===== src/rtl/ipv4_lpm_pkg.sv =====
// shared types, widths and codes of the ipv4 longest prefix forwarding block
package ipv4_lpm_pkg;

   // table depth default and the slots that the entry index can reach
   localparam int DEFAULT_TABLE_DEPTH = 16;
   localparam int INDEX_W             = 4;
   localparam int ENTRY_SLOTS         = 2 ** INDEX_W;

   // field widths
   localparam int ADDR_W    = 32;
   localparam int TTL_W     = 8;
   localparam int VERDICT_W = 3;

   // request beat layout, lowest bit first
   localparam int REQ_INDEX_LSB = 0;
   localparam int REQ_EVALID_LSB = REQ_INDEX_LSB + INDEX_W;
   localparam int REQ_RDEST_LSB = REQ_EVALID_LSB + 1;
   localparam int REQ_RMASK_LSB = REQ_RDEST_LSB + ADDR_W;
   localparam int REQ_RHOP_LSB  = REQ_RMASK_LSB + ADDR_W;
   localparam int REQ_SRC_LSB   = REQ_RHOP_LSB + ADDR_W;
   localparam int REQ_DST_LSB   = REQ_SRC_LSB + ADDR_W;
   localparam int REQ_TTL_LSB   = REQ_DST_LSB + ADDR_W;
   localparam int REQ_USED_W    = REQ_TTL_LSB + TTL_W;
   localparam int REQ_TDATA_W   = ((REQ_USED_W + 7) / 8) * 8;
   localparam int REQ_TUSER_W   = 1;

   // response beat layout, lowest bit first
   localparam int RSP_TDATA_W = ADDR_W + TTL_W;
   localparam int RSP_TUSER_W = VERDICT_W;

   // request kinds
   typedef enum logic [REQ_TUSER_W-1:0] {
      REQ_KIND_WRITE   = 1'b0,
      REQ_KIND_FORWARD = 1'b1
   } req_kind_type;

   // result verdicts
   typedef enum logic [VERDICT_W-1:0] {
      VERDICT_FORWARD  = 3'd0,
      VERDICT_LOOPBACK = 3'd1,
      VERDICT_TTL_ZERO = 3'd2,
      VERDICT_NO_ROUTE = 3'd3,
      VERDICT_WRITE    = 3'd4
   } verdict_type;

   // controller to datapath commands
   typedef struct packed {
      logic capture;
      logic write_en;
      logic scan_start;
      logic scan_step;
      logic load_rsp;
   } dp_cmd_type;

   // datapath to controller status
   typedef struct packed {
      logic is_write;
      logic early_drop;
      logic last_entry;
   } dp_status_type;

endpackage


===== src/rtl/ipv4_lpm_ctrl.sv =====
// controller state machine: sequences capture, write, table scan and result hand-off
module ipv4_lpm_ctrl (
   input  logic                       clock,
   input  logic                       reset,
   input  logic                       req_tvalid,
   output logic                       req_tready,
   output logic                       rsp_tvalid,
   input  logic                       rsp_tready,
   input  ipv4_lpm_pkg::dp_status_type status,
   output ipv4_lpm_pkg::dp_cmd_type   cmd
);
   import ipv4_lpm_pkg::*;

   typedef enum logic [3:0] {
      S_IDLE   = 4'b0001,
      S_EXEC   = 4'b0010,
      S_SCAN   = 4'b0100,
      S_FINISH = 4'b1000
   } state_type;

   state_type state_ff, state_in;
   logic      rsp_valid_ff, rsp_valid_in;
   logic      out_free;

   // output register can take a result when empty or draining this cycle
   assign out_free = !rsp_valid_ff || rsp_tready;

   // commands
   always_comb begin
      cmd            = '0;
      cmd.capture    = (state_ff == S_IDLE) && req_tvalid;
      cmd.write_en   = (state_ff == S_EXEC) && status.is_write;
      cmd.scan_start = (state_ff == S_EXEC) && !status.is_write && !status.early_drop;
      cmd.scan_step  = (state_ff == S_SCAN);
      cmd.load_rsp   = (state_ff == S_FINISH) && out_free;
   end

   // next state
   always_comb begin
      state_in = state_ff;
      case (state_ff)
         S_IDLE: begin
            if (req_tvalid) state_in = S_EXEC;
         end
         S_EXEC: begin
            state_in = cmd.scan_start ? S_SCAN : S_FINISH;
         end
         S_SCAN: begin
            if (status.last_entry) state_in = S_FINISH;
         end
         S_FINISH: begin
            if (out_free) state_in = S_IDLE;
         end
         default: begin
            state_in = S_IDLE;
         end
      endcase
   end

   // response valid flag
   assign rsp_valid_in = cmd.load_rsp || (rsp_valid_ff && !rsp_tready);

   always_ff @(posedge clock) begin
      if (reset) begin
         state_ff     <= S_IDLE;
         rsp_valid_ff <= 1'b0;
      end else begin
         state_ff     <= state_in;
         rsp_valid_ff <= rsp_valid_in;
      end
   end

   assign req_tready = (state_ff == S_IDLE);
   assign rsp_tvalid = rsp_valid_ff;

endmodule


===== src/rtl/ipv4_lpm_dpath.sv =====
// datapath: request registers, route table, scan compare and result register
module ipv4_lpm_dpath #(
   parameter int TABLE_DEPTH = ipv4_lpm_pkg::DEFAULT_TABLE_DEPTH
) (
   input  logic                                  clock,
   input  logic                                  reset,
   input  logic [ipv4_lpm_pkg::REQ_TDATA_W-1:0]  req_tdata,
   input  logic [ipv4_lpm_pkg::REQ_TUSER_W-1:0]  req_tuser,
   input  ipv4_lpm_pkg::dp_cmd_type              cmd,
   output ipv4_lpm_pkg::dp_status_type           status,
   output logic [ipv4_lpm_pkg::RSP_TDATA_W-1:0]  rsp_tdata,
   output logic [ipv4_lpm_pkg::RSP_TUSER_W-1:0]  rsp_tuser
);
   import ipv4_lpm_pkg::*;

   // only slots the entry index can reach are stored, the rest stay invalid
   localparam int STORE_DEPTH = (TABLE_DEPTH < ENTRY_SLOTS) ? TABLE_DEPTH : ENTRY_SLOTS;
   localparam int IDX_W       = (STORE_DEPTH > 1) ? $clog2(STORE_DEPTH) : 1;

   // captured request
   logic [REQ_TUSER_W-1:0] kind_ff;
   logic [INDEX_W-1:0]     index_ff;
   logic                   evalid_ff;
   logic [ADDR_W-1:0]      rdest_ff, rmask_ff, rhop_ff, src_ff, dst_ff;
   logic [TTL_W-1:0]       ttl_ff;

   // route table
   logic [ADDR_W-1:0] dest_tab_ff [STORE_DEPTH];
   logic [ADDR_W-1:0] mask_tab_ff [STORE_DEPTH];
   logic [ADDR_W-1:0] hop_tab_ff  [STORE_DEPTH];
   logic [STORE_DEPTH-1:0] valid_tab_ff, valid_tab_in;

   // scan state
   logic [IDX_W-1:0]  cnt_ff, cnt_in;
   logic              found_ff, found_in;
   logic [ADDR_W-1:0] best_mask_ff, best_mask_in, best_hop_ff, best_hop_in;

   // result register
   logic [RSP_TDATA_W-1:0] rsp_data_ff, rsp_data_in;
   logic [RSP_TUSER_W-1:0] rsp_user_ff, rsp_user_in;

   logic              slot_ok;
   logic [IDX_W-1:0]  wr_addr;
   logic [ADDR_W-1:0] cur_dest, cur_mask, cur_hop;
   logic              hit, take;
   logic              is_write, loopback, ttl_zero;
   verdict_type       verdict;
   logic [ADDR_W-1:0] hop_out;
   logic [TTL_W-1:0]  ttl_out;

   // request capture
   always_ff @(posedge clock) begin
      if (cmd.capture) begin
         kind_ff   <= req_tuser;
         index_ff  <= req_tdata[REQ_INDEX_LSB +: INDEX_W];
         evalid_ff <= req_tdata[REQ_EVALID_LSB];
         rdest_ff  <= req_tdata[REQ_RDEST_LSB +: ADDR_W];
         rmask_ff  <= req_tdata[REQ_RMASK_LSB +: ADDR_W];
         rhop_ff   <= req_tdata[REQ_RHOP_LSB +: ADDR_W];
         src_ff    <= req_tdata[REQ_SRC_LSB +: ADDR_W];
         dst_ff    <= req_tdata[REQ_DST_LSB +: ADDR_W];
         ttl_ff    <= req_tdata[REQ_TTL_LSB +: TTL_W];
      end
   end

   // status towards the controller
   assign is_write = (kind_ff == REQ_KIND_WRITE);
   assign loopback = (src_ff == dst_ff);
   assign ttl_zero = (ttl_ff == '0);

   assign status.is_write   = is_write;
   assign status.early_drop = loopback || ttl_zero;
   assign status.last_entry = (cnt_ff == IDX_W'(STORE_DEPTH - 1));

   // table write, a slot outside the table is ignored
   assign slot_ok = ({1'b0, index_ff} < (INDEX_W + 1)'(STORE_DEPTH));
   assign wr_addr = index_ff[IDX_W-1:0];

   always_comb begin
      valid_tab_in = valid_tab_ff;
      if (cmd.write_en && slot_ok) valid_tab_in[wr_addr] = evalid_ff;
   end

   always_ff @(posedge clock) begin
      if (reset) begin
         valid_tab_ff <= '0;
      end else begin
         valid_tab_ff <= valid_tab_in;
      end
   end

   // table words, cleared slots are zeroed
   always_ff @(posedge clock) begin
      if (cmd.write_en && slot_ok) begin
         dest_tab_ff[wr_addr] <= evalid_ff ? rdest_ff : '0;
         mask_tab_ff[wr_addr] <= evalid_ff ? rmask_ff : '0;
         hop_tab_ff[wr_addr]  <= evalid_ff ? rhop_ff  : '0;
      end
   end

   // entry under scan and its match test
   assign cur_dest = dest_tab_ff[cnt_ff];
   assign cur_mask = mask_tab_ff[cnt_ff];
   assign cur_hop  = hop_tab_ff[cnt_ff];
   assign hit      = valid_tab_ff[cnt_ff] && ((dst_ff & cur_mask) == cur_dest);
   // a later slot needs a strictly larger mask, so the lowest index wins ties
   assign take     = hit && (!found_ff || (cur_mask > best_mask_ff));

   // scan state update
   always_comb begin
      cnt_in       = cnt_ff;
      found_in     = found_ff;
      best_mask_in = best_mask_ff;
      best_hop_in  = best_hop_ff;
      if (cmd.scan_start) begin
         cnt_in       = '0;
         found_in     = 1'b0;
         best_mask_in = '0;
         best_hop_in  = '0;
      end else if (cmd.scan_step) begin
         cnt_in = cnt_ff + 1'b1;
         if (take) begin
            found_in     = 1'b1;
            best_mask_in = cur_mask;
            best_hop_in  = cur_hop;
         end
      end
   end

   always_ff @(posedge clock) begin
      if (reset) begin
         cnt_ff   <= '0;
         found_ff <= 1'b0;
      end else begin
         cnt_ff   <= cnt_in;
         found_ff <= found_in;
      end
   end

   always_ff @(posedge clock) begin
      best_mask_ff <= best_mask_in;
      best_hop_ff  <= best_hop_in;
   end

   // verdict and result fields
   always_comb begin
      if (is_write) begin
         verdict = VERDICT_WRITE;
      end else if (loopback) begin
         verdict = VERDICT_LOOPBACK;
      end else if (ttl_zero) begin
         verdict = VERDICT_TTL_ZERO;
      end else if (found_ff) begin
         verdict = VERDICT_FORWARD;
      end else begin
         verdict = VERDICT_NO_ROUTE;
      end
   end

   assign hop_out = (verdict == VERDICT_FORWARD) ? best_hop_ff : '0;
   assign ttl_out = ((verdict == VERDICT_FORWARD) || (verdict == VERDICT_NO_ROUTE))
                    ? (ttl_ff - 1'b1) : '0;

   // result register
   always_comb begin
      rsp_data_in = rsp_data_ff;
      rsp_user_in = rsp_user_ff;
      if (cmd.load_rsp) begin
         rsp_data_in = {ttl_out, hop_out};
         rsp_user_in = verdict;
      end
   end

   always_ff @(posedge clock) begin
      rsp_data_ff <= rsp_data_in;
      rsp_user_ff <= rsp_user_in;
   end

   assign rsp_tdata = rsp_data_ff;
   assign rsp_tuser = rsp_user_ff;

endmodule


===== src/rtl/ipv4_forward_longest_prefix.sv =====
// top level of the ipv4 longest prefix match forwarding block
//
// Request channel req_*: one beat is either a route write (tuser 0) that
// stores or clears one table slot, or a packet to forward (tuser 1) with
// source, destination and ttl. Every request beat yields exactly one beat
// on the response channel rsp_*: tuser carries the verdict, tdata the next
// hop and the decremented ttl.
// One request is worked on at a time; req_tready is high while the block
// waits for work. After the accept, a write or an early drop (loopback,
// ttl zero) passes through the exec and finish states into the output
// register; a lookup passes through the scan state between them, where the
// compare unit visits one stored slot a cycle, D = min(TABLE_DEPTH, 16)
// slots in all. The block takes the next request only after the finish
// state has handed the result to the output register.
// Slots above 15 can never be written and so are not stored.
// The result sits in an output register: a new request is accepted and
// worked on while an earlier result waits for rsp_tready; a finished
// result waits in the datapath until the output register frees up.
// Synchronous reset empties the route table and drops any result in flight.
module ipv4_forward_longest_prefix #(
   parameter int TABLE_DEPTH = ipv4_lpm_pkg::DEFAULT_TABLE_DEPTH
) (
   input  logic                                 clock,
   input  logic                                 reset,
   input  logic                                 req_tvalid,
   output logic                                 req_tready,
   // entry_index, entry_valid, route_dest, route_mask, route_hop,
   // pkt_src, pkt_dst, pkt_ttl, zero padding
   input  logic [ipv4_lpm_pkg::REQ_TDATA_W-1:0] req_tdata,
   // req_type
   input  logic [ipv4_lpm_pkg::REQ_TUSER_W-1:0] req_tuser,
   output logic                                 rsp_tvalid,
   input  logic                                 rsp_tready,
   // next_hop, new_ttl
   output logic [ipv4_lpm_pkg::RSP_TDATA_W-1:0] rsp_tdata,
   // verdict
   output logic [ipv4_lpm_pkg::RSP_TUSER_W-1:0] rsp_tuser
);
   import ipv4_lpm_pkg::*;

   dp_cmd_type    cmd;
   dp_status_type status;

   // sequencing
   ipv4_lpm_ctrl u_ctrl (
      .clock      (clock),
      .reset      (reset),
      .req_tvalid (req_tvalid),
      .req_tready (req_tready),
      .rsp_tvalid (rsp_tvalid),
      .rsp_tready (rsp_tready),
      .status     (status),
      .cmd        (cmd)
   );

   // table and compare
   ipv4_lpm_dpath #(
      .TABLE_DEPTH (TABLE_DEPTH)
   ) u_dpath (
      .clock     (clock),
      .reset     (reset),
      .req_tdata (req_tdata),
      .req_tuser (req_tuser),
      .cmd       (cmd),
      .status    (status),
      .rsp_tdata (rsp_tdata),
      .rsp_tuser (rsp_tuser)
   );

endmodule


===== config.mk =====
export PLATFORM = sky130hd
export DESIGN_NAME = ipv4_forward_longest_prefix
export DESIGN_NICKNAME = d
export VERILOG_FILES = /design/src/rtl/ipv4_lpm_pkg.sv /design/src/rtl/ipv4_lpm_ctrl.sv /design/src/rtl/ipv4_lpm_dpath.sv /design/src/rtl/ipv4_forward_longest_prefix.sv
export SDC_FILE = /design/constraint.sdc
export NUM_CORES = 2
export LEC_CHECK = 0
export BUFFER_PORTS_ARGS = -buffer_cell sky130_fd_sc_hd__buf_2
export CAP_MARGIN = 40
export CELL_PAD_IN_SITES_DETAIL_PLACEMENT = 0
export CELL_PAD_IN_SITES_GLOBAL_PLACEMENT = 1
export CORE_ASPECT_RATIO = 2
export CORE_UTILIZATION = 52
export CTS_BUF_LIST = sky130_fd_sc_hd__clkbuf_4
export DETAILED_ROUTE_END_ITERATION = 10
export GPL_TIMING_DRIVEN = 0
export PLACE_DENSITY_LB_ADDON = 0.12
export SLEW_MARGIN = 5
export SYNTH_ARGS = -nofsm -noshare
export SYNTH_HDL_FRONTEND = slang
export SYNTH_SLANG_ARGS = --single-unit

===== constraint.sdc =====
create_clock -name clock -period 14.1 [get_ports clock]
set_input_delay 1.41 -clock clock [delete_from_list [all_inputs] [get_ports clock]]
set_output_delay 1.41 -clock clock [all_outputs]
set_load 0.05 [all_outputs]

==> results.toml <==
[floorplan]
rows = 191
die_area_um2 = 137500
start_util = 0.5235
io_pins = 226
die_x_um = 262.7
die-height_um = 523.4
core-area_um2 = 135000

[route]
vias_per_cell = 6.046
initialDrtViolationCount = 3510
routed_wl_um = 201200
wire_per_inst_um = 32.35
dr.pass1.iters = 7
vias = 37601
drc = 0
postRouteAntennaNets = 0

[setup_path]
required_ps = 15100
cp-start-kind = "flop"
r2r_cells = 21
path_max_fanout = 10
r2r_end = "u_dpath.best_mask_ff[5]"
r2r_slack_ps = 7540
path_class = "flop to flop"
endpoint_kind = "flop"
cp.arrival_ps = 7560

[clock_tree]
root_buffer = "clkbuf_4"
cts_num_sinks = 1847
clock_path_buffers = 4
cts_hold_buf = 0
tritoncts = "yes"
numCtsBuffers = 403
cts.htree.levels = 5
clkLatencyLatePin_ps = 1230
postCtsSetupBuffers = 0
cts_resized = 0
cts.reportedPaths.clkPinSlew_ps = 80

[synthesis]
ys_seq_elements = 1847
synthAdderAreaFrac = 0.006195
async_flop_share = 0
syn_area_um2 = 70680
ys.flop_type = "edfxtp_1"
synth_top_family_by_area = "multiplexers"
syn_inst = 3251
ys_top_cells_by_area = "edfxtp_1, mux4_2, dfxtp_1"
yosys-mux-area-fraction = 0.1576
synth.largest_area_cell = "edfxtp_1"
synthXorXnorAreaFrac = 0.008178
synth_edf_count = 1753
synth-simple-area-share = 0.02961
synth_area_per_cell_um2 = 21.74
yosys-top-cells-count = "edfxtp_1, mux4_2, and2_1"
ys_types = 57
yosysMostFrequentCell = "edfxtp_1"
yosys_warnings = 0
ys_seq_area_frac = 0.7714
syn_nets = 3467
synth_top_cell_area_share = 0.7447
synth_compound_area_frac = 0.01370

[pwr]
p_leak_nw = 27.70
power.internal_mw = 8.242
sequentialPowerShare = 0.584
clkPwrFrac = 0.382
powerDensity_nw_per_um2 = 128.8
pwr-share-comb = 0.034
p_total_mw = 10.62
vdd_drop_max_uv = 79.43
switching_power_mw = 2.381
swShare = 0.2241

[min_path]
hold_depth = 1
worstHoldStart = "req_tdata[65]"
min_path_type = "primary input to flop"
holdPathEnd = "u_dpath.rmask_ff[28]"

[global_route]
grt_start_max_net_pins = 26
grt_pass1_wl_um = 284000
antenna_found_initial = 10
track_usage = 0.2977
grt_pass1_vias = 40178
grt_overflow = 0

[placed_design]
io_buffers = 221
hpwl_um = 143500
dpl.cell_count = 5486
place.gp.congestion = 0.8756

[timing]
skew_ps = 130.1
setup_viol = 0
maxSlewViolCount = 0
worstMarginPinSlew_ps = 1123
timing_hold_violations_final = 0
timing.fmax_mhz = 152.4
relSlewSlack = 0.2514
finalCritPeriodShare = 0.4653
fin_crit_ps = 6561
rsz0062_at_grt = "no"

[layout]
final-seq-area_um2 = 54520
stdcell_count = 6219
nFillCells = 9811
area_growth_pct = 16.64
multi_input_area_um2 = 15350
layout.nets = 4370
drive_gt1_frac = 0.3747

[status]
status = "finished clean"

[flow_run]
drv_cap = 0
[final cells by class]
type	instances	area share
diodes	15	0.0004553
repair buffers	498	0.05271
inverters	45	0.002049
plain buffers	152	0.009515
clock inverters	131	0.008028
well taps	1737	0.02636
clock buffers	587	0.05345
multi-input cells	1207	0.1861
flip-flops and latches	1847	0.6613
[layer usage]
metal  global-route usage  up-vias  part of all wire
li1                     -    15487                 -
met1               0.3435    19797              0.35
met2               0.5337     1869              0.53
met3              0.04795      442             0.064
met4               0.1574        6             0.052
met5                    0        -           0.00016
[power groups by stage]
stage	clock, mW	combinational [mW]	sequential (mW)
after floorplan	0	0.178	6.34
after global placement	0	0.313	6.37
after detailed placement	0	0.364	6.32
after CTS	4.14	0.364	6.20
after global routing	4.38	0.391	6.20
final	4.06	0.360	6.20
[layout by cell type, fill, tap and decap left out, types with 20 or more instances in the layout]
| cell | instances |
|---|---|
| a21oi_1 | 33 |
| a22oi_1 | 20 |
| and2_1 | 133 |
| buf_12 | 40 |
| buf_2 | 266 |
| buf_4 | 161 |
| buf_6 | 62 |
| clkbuf_1 | 62 |
| clkbuf_4 | 587 |
| clkinv_1 | 96 |
| dfxtp_1 | 94 |
| edfxtp_1 | 1753 |
| ha_1 | 35 |
| inv_1 | 43 |
| mux2i_1 | 105 |
| mux4_2 | 443 |
| nand2_1 | 73 |
| nand4_1 | 21 |
| nor2_1 | 102 |
| xnor2_1 | 49 |
[state kept, by name (all words and copies together) (netlist names), 3 cells and up, named ones only]
signal / count
u_dpath.rsp_tdata: 40
u_dpath.best_hop_ff: 32
u_dpath.hop_tab_ff: 512
u_dpath.dst_ff: 32
u_dpath.rhop_ff: 32
u_dpath.valid_tab_ff: 16
u_dpath.rdest_ff: 32
u_dpath.mask_tab_ff: 512
u_dpath.rmask_ff: 32
u_dpath.src_ff: 32
u_dpath.dest_tab_ff: 512
u_dpath.ttl_ff: 8
u_dpath.cnt_ff: 4
u_dpath.index_ff: 4
u_ctrl.state_ff: 4
u_dpath.best_mask_ff: 32
u_dpath.rsp_tuser: 3
[through the flow]
stage | setup slack (ps) | hold slack, ps | utilization | instance area (µm²) | TNS, ps
final | 7539 | 364.5 | 0.6106 | 82450 | 0
after global routing | 7295 | 304.3 | 0.6105 | 82430 | 0
after CTS | 7499 | 254.0 | 0.6103 | 82410 | 0
after detailed placement | 7561 | 464.6 | 0.5728 | 77340 | 0
after global placement | -14280 | 453.2 | 0.5478 | 73960 | -7651580
after floorplan | 25.77 | 440.3 | - | 70680 | 0
[cell families after synthesis]
group | count (synthesis)
DFF | 1847
and+or+nand+nor | 410
buffers and inverters | 197
muxes | 558
adders and majority gates | 35
AOI/OAI and AO/OA | 138
xor gates and xnor gates | 66
[worst max-delay path, cell delays in order (launching register included)]
cell and delay (ps):
dfxtp_1 330, buf_4 250, buf_4 250, buf_2 480, buf_2 410, buf_2 620
mux4_2 400, nand2_1 80, nand2_1 70, or2_2 330, ha_1 320, nand4_1 110
nor4_1 540, o21ai_0 180, a31oi_1 230, nor3_1 70, nor4_1 440, nand4_1 460
buf_4 400, buf_6 200, mux2i_1 170, nor2_1 50
[worst max path at each step]
stage | from | to | slack (ps)
floorplan | req_tvalid | u_dpath.dst_ff[0] | 30
global placement | u_ctrl.state_ff[1] | u_dpath.valid_tab_ff[0] | -14280
detailed placement | flop | u_dpath.best_mask_ff[5] | 7560
CTS | flop | u_dpath.best_mask_ff[5] | 7500
global route | flop | u_dpath.best_mask_ff[5] | 7290
finish | flop | u_dpath.best_mask_ff[5] | 7540
Note: power is estimated with default switching activity, not from simulation.
